==> src/hdl/plil_pkg.sv <==
`timescale 1ns / 1ps
// Shared types and constants for the positional insert/erase list.
// Depends on nothing; every other file of the block uses it.
package plil_pkg;

  localparam int CAPACITY = 16;
  localparam int CNT_W = $clog2(CAPACITY + 1);
  localparam int IDX_W = $clog2(CAPACITY);
  localparam int VAL_W = 32;
  localparam int POS_W = 8;
  localparam int LEN_W = 5;
  localparam int OP_W = 2;
  localparam int ST_W = 2;

  localparam logic [OP_W-1:0] OP_INSERT = 2'd0;
  localparam logic [OP_W-1:0] OP_ERASE = 2'd1;
  localparam logic [OP_W-1:0] OP_READ = 2'd2;
  localparam logic [OP_W-1:0] OP_NONE = 2'd3;

  localparam logic [ST_W-1:0] ST_OK = 2'd0;
  localparam logic [ST_W-1:0] ST_FULL = 2'd1;
  localparam logic [ST_W-1:0] ST_EMPTY = 2'd2;

  typedef struct packed {
    logic [OP_W-1:0] op;
    logic signed [VAL_W-1:0] value;
    logic [POS_W-1:0] pos;
  } cmd_t;

  typedef struct packed {
    logic signed [VAL_W-1:0] value;
    logic [LEN_W-1:0] length;
    logic [ST_W-1:0] status;
    logic last;
  } res_t;

endpackage

==> src/hdl/plil_front.sv <==
`timescale 1ns / 1ps
// Front end: takes input transfers, drops unused opcodes and queues commands.
// Depends on plil_pkg.
module plil_front (
  input  logic clk,
  input  logic rst,
  input  logic push,
  output logic full,
  input  logic [plil_pkg::OP_W-1:0] opcode,
  input  logic signed [plil_pkg::VAL_W-1:0] item_value,
  input  logic [plil_pkg::POS_W-1:0] slot_position,
  output logic cmd_valid,
  output plil_pkg::cmd_t cmd,
  input  logic cmd_take
);

  plil_pkg::cmd_t q [2];
  logic wp;
  logic rp;
  logic [1:0] cnt;
  logic enq;

  assign full = (cnt == 2'd2);
  assign enq = push && !full && (opcode != plil_pkg::OP_NONE);
  assign cmd_valid = (cnt != 2'd0);
  assign cmd = q[rp];

  always_ff @(posedge clk) begin
    if (enq) begin
      q[wp] <= '{op: opcode, value: item_value, pos: slot_position};
    end
  end

  always_ff @(posedge clk) begin
    if (rst) begin
      wp <= 1'b0;
      rp <= 1'b0;
      cnt <= 2'd0;
    end else begin
      if (enq) begin
        wp <= !wp;
      end
      if (cmd_take) begin
        rp <= !rp;
      end
      cnt <= cnt + 2'(enq) - 2'(cmd_take);
    end
  end

endmodule

==> src/hdl/plil_back.sv <==
`timescale 1ns / 1ps
// Back end: holds the cells, carries out insert, erase and read out, and
// queues the results. Depends on plil_pkg.
module plil_back (
  input  logic clk,
  input  logic rst,
  input  logic cmd_valid,
  input  plil_pkg::cmd_t cmd,
  output logic cmd_take,
  output logic empty,
  input  logic pop,
  output plil_pkg::res_t res
);

  logic signed [plil_pkg::VAL_W-1:0] cells [plil_pkg::CAPACITY];
  logic signed [plil_pkg::VAL_W-1:0] up [plil_pkg::CAPACITY];
  logic signed [plil_pkg::VAL_W-1:0] dn [plil_pkg::CAPACITY];
  logic [plil_pkg::CNT_W-1:0] count;
  logic [plil_pkg::CNT_W-1:0] count_next;
  logic rd_active;
  logic rd_active_next;
  logic [plil_pkg::IDX_W-1:0] rd_idx;
  logic [plil_pkg::IDX_W-1:0] rd_idx_next;
  logic [8:0] pos9;
  logic [8:0] cnt9;
  logic [8:0] ins_pos;
  logic [8:0] era_pos;
  logic do_ins;
  logic do_era;
  logic room;
  logic emit;
  plil_pkg::res_t emit_res;
  logic rd_last;

  plil_pkg::res_t rq [2];
  logic rwp;
  logic rrp;
  logic [1:0] rcnt;
  logic deq;

  assign room = (rcnt != 2'd2);
  assign cmd_take = cmd_valid && !rd_active && room;
  assign pos9 = {1'b0, cmd.pos};
  assign cnt9 = 9'(count);
  assign ins_pos = (pos9 > cnt9) ? cnt9 : pos9;
  assign era_pos = (pos9 > cnt9 - 9'd1) ? cnt9 - 9'd1 : pos9;
  assign rd_last = (plil_pkg::CNT_W'(rd_idx) + plil_pkg::CNT_W'(1) == count);

  always_comb begin
    up[0] = cells[0];
    for (int i = 1; i < plil_pkg::CAPACITY; i++) begin
      up[i] = cells[i-1];
    end
    for (int i = 0; i < plil_pkg::CAPACITY - 1; i++) begin
      dn[i] = cells[i+1];
    end
    dn[plil_pkg::CAPACITY-1] = cells[plil_pkg::CAPACITY-1];
  end

  always_comb begin
    emit = 1'b0;
    emit_res = '{value: '0, length: plil_pkg::LEN_W'(count), status: plil_pkg::ST_OK,
                 last: 1'b1};
    do_ins = 1'b0;
    do_era = 1'b0;
    count_next = count;
    rd_active_next = rd_active;
    rd_idx_next = rd_idx;
    if (rd_active) begin
      if (room) begin
        emit = 1'b1;
        emit_res.value = cells[rd_idx];
        emit_res.last = rd_last;
        rd_idx_next = rd_idx + plil_pkg::IDX_W'(1);
        if (rd_last) begin
          rd_active_next = 1'b0;
        end
      end
    end else if (cmd_take) begin
      case (cmd.op)
        plil_pkg::OP_INSERT: begin
          emit = 1'b1;
          if (count >= plil_pkg::CNT_W'(plil_pkg::CAPACITY)) begin
            emit_res.status = plil_pkg::ST_FULL;
          end else begin
            do_ins = 1'b1;
            count_next = count + plil_pkg::CNT_W'(1);
            emit_res.length = plil_pkg::LEN_W'(count_next);
          end
        end
        plil_pkg::OP_ERASE: begin
          emit = 1'b1;
          if (count == '0) begin
            emit_res.status = plil_pkg::ST_EMPTY;
          end else begin
            do_era = 1'b1;
            count_next = count - plil_pkg::CNT_W'(1);
            emit_res.length = plil_pkg::LEN_W'(count_next);
          end
        end
        plil_pkg::OP_READ: begin
          if (count == '0) begin
            emit = 1'b1;
            emit_res.status = plil_pkg::ST_EMPTY;
          end else begin
            rd_active_next = 1'b1;
            rd_idx_next = '0;
          end
        end
        default: begin
          emit = 1'b0;
        end
      endcase
    end
  end

  always_ff @(posedge clk) begin
    for (int i = 0; i < plil_pkg::CAPACITY; i++) begin
      if (do_ins) begin
        if (9'(i) == ins_pos) begin
          cells[i] <= cmd.value;
        end else if (9'(i) > ins_pos) begin
          cells[i] <= up[i];
        end
      end else if (do_era) begin
        if (9'(i) >= era_pos) begin
          cells[i] <= dn[i];
        end
      end
    end
  end

  always_ff @(posedge clk) begin
    if (rst) begin
      count <= '0;
      rd_active <= 1'b0;
      rd_idx <= '0;
    end else begin
      count <= count_next;
      rd_active <= rd_active_next;
      rd_idx <= rd_idx_next;
    end
  end

  assign empty = (rcnt == 2'd0);
  assign deq = pop && !empty;
  assign res = rq[rrp];

  always_ff @(posedge clk) begin
    if (emit) begin
      rq[rwp] <= emit_res;
    end
  end

  always_ff @(posedge clk) begin
    if (rst) begin
      rwp <= 1'b0;
      rrp <= 1'b0;
      rcnt <= 2'd0;
    end else begin
      if (emit) begin
        rwp <= !rwp;
      end
      if (deq) begin
        rrp <= !rrp;
      end
      rcnt <= rcnt + 2'(emit) - 2'(deq);
    end
  end

endmodule

==> src/hdl/positional_insert_erase_list_core.sv <==
`timescale 1ns / 1ps
// Top level of the positional insert/erase list: front end, back end and checks.
// Depends on plil_pkg, plil_front and plil_back.

// An ordered list of up to 16 signed 32-bit values. Insert and erase are each
// carried out by the back end, which shifts all cells past the position at
// once, and each give one result. A read out is taken and then gives one
// result per stored entry, one per cycle while the result queue has room, and
// one result on an empty list. The back end's single result write per cycle sets
// this rate. A two-entry command queue lets the input side keep transferring
// while the back end works, and a two-entry result queue holds results until
// they are popped.
module positional_insert_erase_list_core (
  input  logic clk,
  input  logic rst,
  input  logic push,
  output logic full,
  input  logic [plil_pkg::OP_W-1:0] opcode,
  input  logic signed [plil_pkg::VAL_W-1:0] item_value,
  input  logic [plil_pkg::POS_W-1:0] slot_position,
  output logic empty,
  input  logic pop,
  output logic signed [plil_pkg::VAL_W-1:0] entry_value,
  output logic [plil_pkg::LEN_W-1:0] list_length,
  output logic [plil_pkg::ST_W-1:0] op_status,
  output logic last_item
);

  logic cmd_valid;
  logic cmd_take;
  plil_pkg::cmd_t cmd;
  plil_pkg::res_t res;

  plil_front u_front (
    .clk(clk),
    .rst(rst),
    .push(push),
    .full(full),
    .opcode(opcode),
    .item_value(item_value),
    .slot_position(slot_position),
    .cmd_valid(cmd_valid),
    .cmd(cmd),
    .cmd_take(cmd_take)
  );

  plil_back u_back (
    .clk(clk),
    .rst(rst),
    .cmd_valid(cmd_valid),
    .cmd(cmd),
    .cmd_take(cmd_take),
    .empty(empty),
    .pop(pop),
    .res(res)
  );

  assign entry_value = res.value;
  assign list_length = res.length;
  assign op_status = res.status;
  assign last_item = res.last;

  a_len_bound: assert property (@(posedge clk) disable iff (rst)
    !empty |-> (list_length <= plil_pkg::LEN_W'(plil_pkg::CAPACITY)))
    else $error("Result length exceeds the capacity.");

  a_err_last: assert property (@(posedge clk) disable iff (rst)
    (!empty && op_status != plil_pkg::ST_OK) |-> (last_item && entry_value == '0))
    else $error("Error result is not a single zero-valued transfer.");

  a_take_valid: assert property (@(posedge clk) disable iff (rst)
    cmd_take |-> cmd_valid)
    else $error("Back end took a command from an empty queue.");

endmodule
==> config.mk <==
export PLATFORM = sky130hd
export DESIGN_NAME = positional_insert_erase_list_core
export DESIGN_NICKNAME = d
export VERILOG_FILES = /design/src/hdl/plil_pkg.sv /design/src/hdl/plil_front.sv /design/src/hdl/plil_back.sv /design/src/hdl/positional_insert_erase_list_core.sv
export SDC_FILE = /design/constraint.sdc
export NUM_CORES = 2
export LEC_CHECK = 0
export BUFFER_PORTS_ARGS = -buffer_cell sky130_fd_sc_hd__buf_2
export CORE_UTILIZATION = 40
export DETAILED_ROUTE_END_ITERATION = 10
export PLACE_DENSITY = 0.52
export SLEW_MARGIN = 20
export SYNTH_ARGS = -nofsm -noshare
export SYNTH_HDL_FRONTEND = slang
export SYNTH_SLANG_ARGS = --single-unit
==> constraint.sdc <==
create_clock -name clk -period 10.4 [get_ports clk]
set_clock_uncertainty 0.15 [all_clocks]
set_input_delay 2.6 -clock clk [delete_from_list [all_inputs] [get_ports clk]]
set_output_delay 2.6 -clock clk [all_outputs]
set_load 0.02 [all_outputs]
======== After elaboration in Yosys (flattened, before gate mapping) ========
Memories as Yosys holds them, arrays and structs flattened. A register that Yosys moved wholly into a read port is not among the register bits.
Cells that the tools add are included.
operators by class
  multiplexer cells ....................... 255
  reduce and logical (&&, ||, !) cells .... 23
  $lt $le $gt $ge ......................... 35
  bitwise logic cells ..................... 33
  equality and inequality tests ........... 23
  add/sub/neg operators ................... 9
operator list
  kind                  count
  $mux W32              34
  $mux W1               204
  $eq A4 B9 Y1 const A  8
  $ge A4 B9 Y1 const A  8
  $gt A4 B9 Y1 const A  8
  $eq A3 B9 Y1 const A  4
  $ge A3 B9 Y1 const A  4
  $gt A3 B9 Y1 const A  4
  $or A1 B1 Y1          32
  $mux W4               7
  $eq A2 B9 Y1 const A  2
  $ge A1 B9 Y1 const A  2
  $ge A2 B9 Y1 const A  2
  $gt A1 B9 Y1 const A  2
  $gt A2 B9 Y1 const A  2
  $mux W7               2
  $mux W5               2
  $pmux W5 S2           1
  $eq A1 B9 Y1 const A  1
  $gt A8 B9 Y1          1
  $logic_not A9 Y1      1
  $mux W9               1
  $gt A8 B5 Y1          1
  $mux W8               1
  other kinds (25)      44
storage, ports and cells
  output and inout port bits .............. 42
  memories kept ........................... 3
  logic and storage cells ................. 390
  bits in registers ....................... 18
  RAM bits ................................ 676
memory list
  name          depth  width  read ports  clocked after memory_dff  write ports  RTL line          source
  u_back.cells  16     32     17          1                         16           plil_back.sv:15   logic signed [plil_pkg::VAL_W-1:0] cells [plil_pkg::CAPACITY];
  u_front.q     2      42     1           1                         1            plil_front.sv:17  plil_pkg::cmd_t q [2];
  u_back.rq     2      40     1           1                         1            plil_back.sv:35   plil_pkg::res_t rq [2];

======== Logic depth before layout (Yosys ltp) ========
  depth in word-level cells ............... 9
  mapped depth ............................ 16
  mapped depth without buffers ............ 13

======== Cells and area by module ========
From an unflattened synthesis, not the netlist that was laid out.
unflattened totals
  cell total of the unflattened synthesis .. 3005
  area total of the unflattened synthesis .. 40760.3 sq um
by module, submodules not included
  module      cells each  seq. area each (sq um)  times used  area each (sq um)
  plil_back   2848        18157.4                 1           37460.9
  plil_front  157         2622.5                  1           3299.4

======== Worst setup path after synthesis ========
Ideal clock, no wire load.
  path kind ............................... flip-flop to flip-flop
  from .................................... reg (tool-made name)
  to ...................................... mem u_back.cells[7][0] (netlist bit), enable pin
  arrival time ............................ 5.324 ns
  slack ................................... 4.461 ns
  setup time .............................. 0.466 ns
  stages on the path, launching flop included .. 13
  data required time ...................... 9.784 ns
  cell sequence ........................... dfxtp_1 buf_6 buf_4 clkbuf_1 buf_1 mux2i_1 ha_1 nor2b_1 nand3_1 buf_1 buf_2 clkbuf_1 o21ai_0
RTL lines
  element    RTL line
  to (decl)  plil_back.sv:15

==> impl_metrics.toml <==
[outcome]
status = "complete, no violations"

[floorplan]
start_util = 0.4063
dieArea_um2 = 101800
core_area_um2 = 98990
pin_count = 88
fp-row-count = 115
fp.dieW_um = 319.1
die_h_um = 319.1

[worst_setup_path]
cp-end-kind = "flip-flop"
reg2reg_slack_ns = 4.54
startpoint_type = "flip-flop"
timing.rr.end = "u_back.cells[5][8]"
worstPathArrival_ns = 5.98
cp_max_fo = 36
path_class = "flip-flop to flip-flop"
reg2reg_depth = 12
cp_data_required_time_ns = 10.51

[sta]
setup_violations = 0
fin_setup_tns_ns = 0
maxClockFrequency_mhz = 170.5
hold_viol = 0
worst_pin_slew_ns = 1.095
min_period_ns = 5.864
post-route-period-util = 0.5638
final_max_slew_viol_count = 0
relSlewSlack = 0.2641
rsz0062_at_grt = "false"

[final_layout]
area_growth_pct = 11.29
layout_common_cells = "796 x mux2_2, 676 x edfxtp_1, 176 x mux2_1, 160 x mux4_2, 88 x clkbuf_16"
fin_nets = 2701
post-route-cell-area_um2 = 44760
layout_commonest_cell = "mux2_2"
final_layout_size_suffix_gt1_frac = 0.4768

[yosys]
synth_fp_nets = 2686
synth_edf_count = 676
syn_area_per_cell_um2 = 15.38
syn_area_um2 = 40220
yosysWarnings = 0
ys_types = 72
synthFlopType = "edfxtp_1"
seq_area_frac_synth = 0.5166
ys_ff_latch = 700
synthCells = 2616
async_flop_share = 0

[grt]
track_usage = 0.2244
grt_pass1_wl_mm = 168.9
grt_max_degree = 100
antenna_found_initial = 13
grt_remaining_overflow = 0
grt_pass1_vias = 23379

[pwr]
p_seq_frac = 0.409
p_int_mw = 7.247
p_comb_frac = 0.313
ir_drop_v = 0.0001211
leakagePower_nw = 14.40
p_sw_frac = 0.3150
power_density_nw_per_um2 = 236.3
p_sw_mw = 3.332
pwr-share-clk = 0.278

[detailed_routing]
wire_per_inst_um = 28.73
ant_nets = 0
vias = 23304
via_per_inst = 5.844
drc_errors = 0
firstDrtPassIters = 5
drt_iter0_drc = 2072
finalWirelength_mm = 114.6

[clocking]
cts_root_buffer = "clkbuf_16"
post-cts-setup-buffer-count = 0
cts_buffers = 84
cts_resized = 0
cts_sinks = 700
clock_latency_ns = 0.66
cts_tree = "yes"
clockBufferDepth = 3
cts_hold_buf = 0
clkTransAtPathRegs_ns = 0.06
htreeDepth = 3

[min_path]
hp-start = "u_back.rrp"
hold_path_depth = 2
worstHoldPathType = "flip-flop to flip-flop"

[place]
gp_congestion = 0.8757
port_buffers = 87
place_area_um2 = 42020
dpl.hpwl_mm = 81.43

[flow_run]
drv_cap = 0
[Yosys cell counts (5+ instances only)]
master,number,area [um^2]
mux2_2,796,8964
nand3_1,11,55.05
mux2i_1,34,340.3
buf_2,79,395.4
clkbuf_1,93,349.1
xnor2_1,11,96.34
buf_4,6,45.04
a21oi_2,5,43.79
nand2_1,69,259.0
buf_1,17,63.81
mux2i_2,12,165.2
and2_1,61,381.6
mux4_2,160,3603
edfxtp_1,676,20300
o211ai_1,35,262.8
inv_1,19,71.32
nor2b_1,46,287.8
o221ai_1,9,78.83
nor2_1,49,183.9
o21ai_0,46,230.2
ha_1,24,300.3
nor3_1,15,75.07
dfxtp_1,24,480.5
buf_6,11,123.9
a21oi_1,39,195.2
mux2_1,176,1982
nand2b_1,11,68.82
[registers in the layout, summed over array words and instances (netlist names), named ones only]
name              flops
u_back.rwp            1
u_back.count          5
u_back.rq            80
u_back.rrp            1
u_front.rp            1
u_back.rd_idx         4
u_front.q            84
u_back.cells        512
u_back.rcnt           2
u_front.cnt           2
u_back.rd_active      1
u_front.wp            1
[metrics by stage]
stage	worst slack [ns]	hold WS (ns)	total power, mW	util	std cells
finish	4.536	0.3659	10.58	0.4522	3988
global route	4.135	0.3933	11.08	0.4521	3984
CTS	4.444	0.3696	10.65	0.4518	3983
detailed placement	4.455	0.3537	7.688	0.4245	3831
global placement	4.510	0.3450	7.574	0.4241	3830
floorplan	4.461	0.3287	6.644	-	2616
[worst max-delay path, stage by stage (launching register included)]
cell       delay (ns)
dfxtp_4          0.68
buf_4            0.54
mux2i_4          0.47
inv_1            0.18
ha_1             0.36
nand3_1          0.11
nor3b_1          0.46
a21o_1           0.36
a211oi_4         0.10
buf_4            0.27
a2111oi_4        0.31
buf_4            0.49
nand2b_2         0.89
[cell families (layout without fill, tap and decap cells)]
| kind of cell | after synthesis | count (layout) | share of synthesized area |
|---|---|---|---|
| compound gates | 181 | 181 | 0.03257 |
| xor+xnor | 15 | 15 | 0.003266 |
| fa+ha+maj | 24 | 24 | 0.007466 |
| buf+inv | 229 | 310 | 0.02644 |
| flops | 700 | 700 | 0.5166 |
| mux | 1179 | 1179 | 0.3748 |
| other cells | 0 | 4 | 0 |
| simple gates | 288 | 288 | 0.03879 |
[routing by layer]
metal	vias to the layer above	global-route usage	wire length, um
li1	10413	-	-
met1	12139	0.3710	60610
met2	655	0.2920	44820
met3	93	0.04960	7645
met4	4	0.04327	1470
met5	-	0	27
[worst max-delay path by stage]
stage                           end  slack (ns)  depth (start not counted)
6_report         u_back.cells[5][8]        4.54                         12
3_5_place_dp   u_back.cells[13][16]        4.46                         11
5_1_grt        u_back.cells[13][12]        4.14                         11
3_3_place_gp   u_back.cells[13][29]        4.51                         11
2_1_floorplan    u_back.cells[7][0]        4.46                         12
4_1_cts        u_back.cells[13][12]        4.44                         11
[final cells by class]
type                            count  area [um^2]
Antenna cell                        4        10.01
Clock buffer                      105         2276
Clock inverter                     47        427.9
Fill cell                        8735        54230
Inverter                           23        86.33
Multi-Input combinational cell   1687        18710
Sequential cell                   700        20790
Tap cell                         1287         1610
Timing Repair Buffer              135        848.3
[power by group through the flow]
stage / Clock, mW / Combinational, mW / Sequential [mW]
finish: 2.94 / 3.31 / 4.33
global route: 3.12 / 3.58 / 4.39
CTS: 3.01 / 3.32 / 4.32
detailed placement: 0 / 3.31 / 4.38
global placement: 0 / 3.23 / 4.34
floorplan: 0 / 2.48 / 4.16
Note: power is estimated with default switching activity, not from simulation.
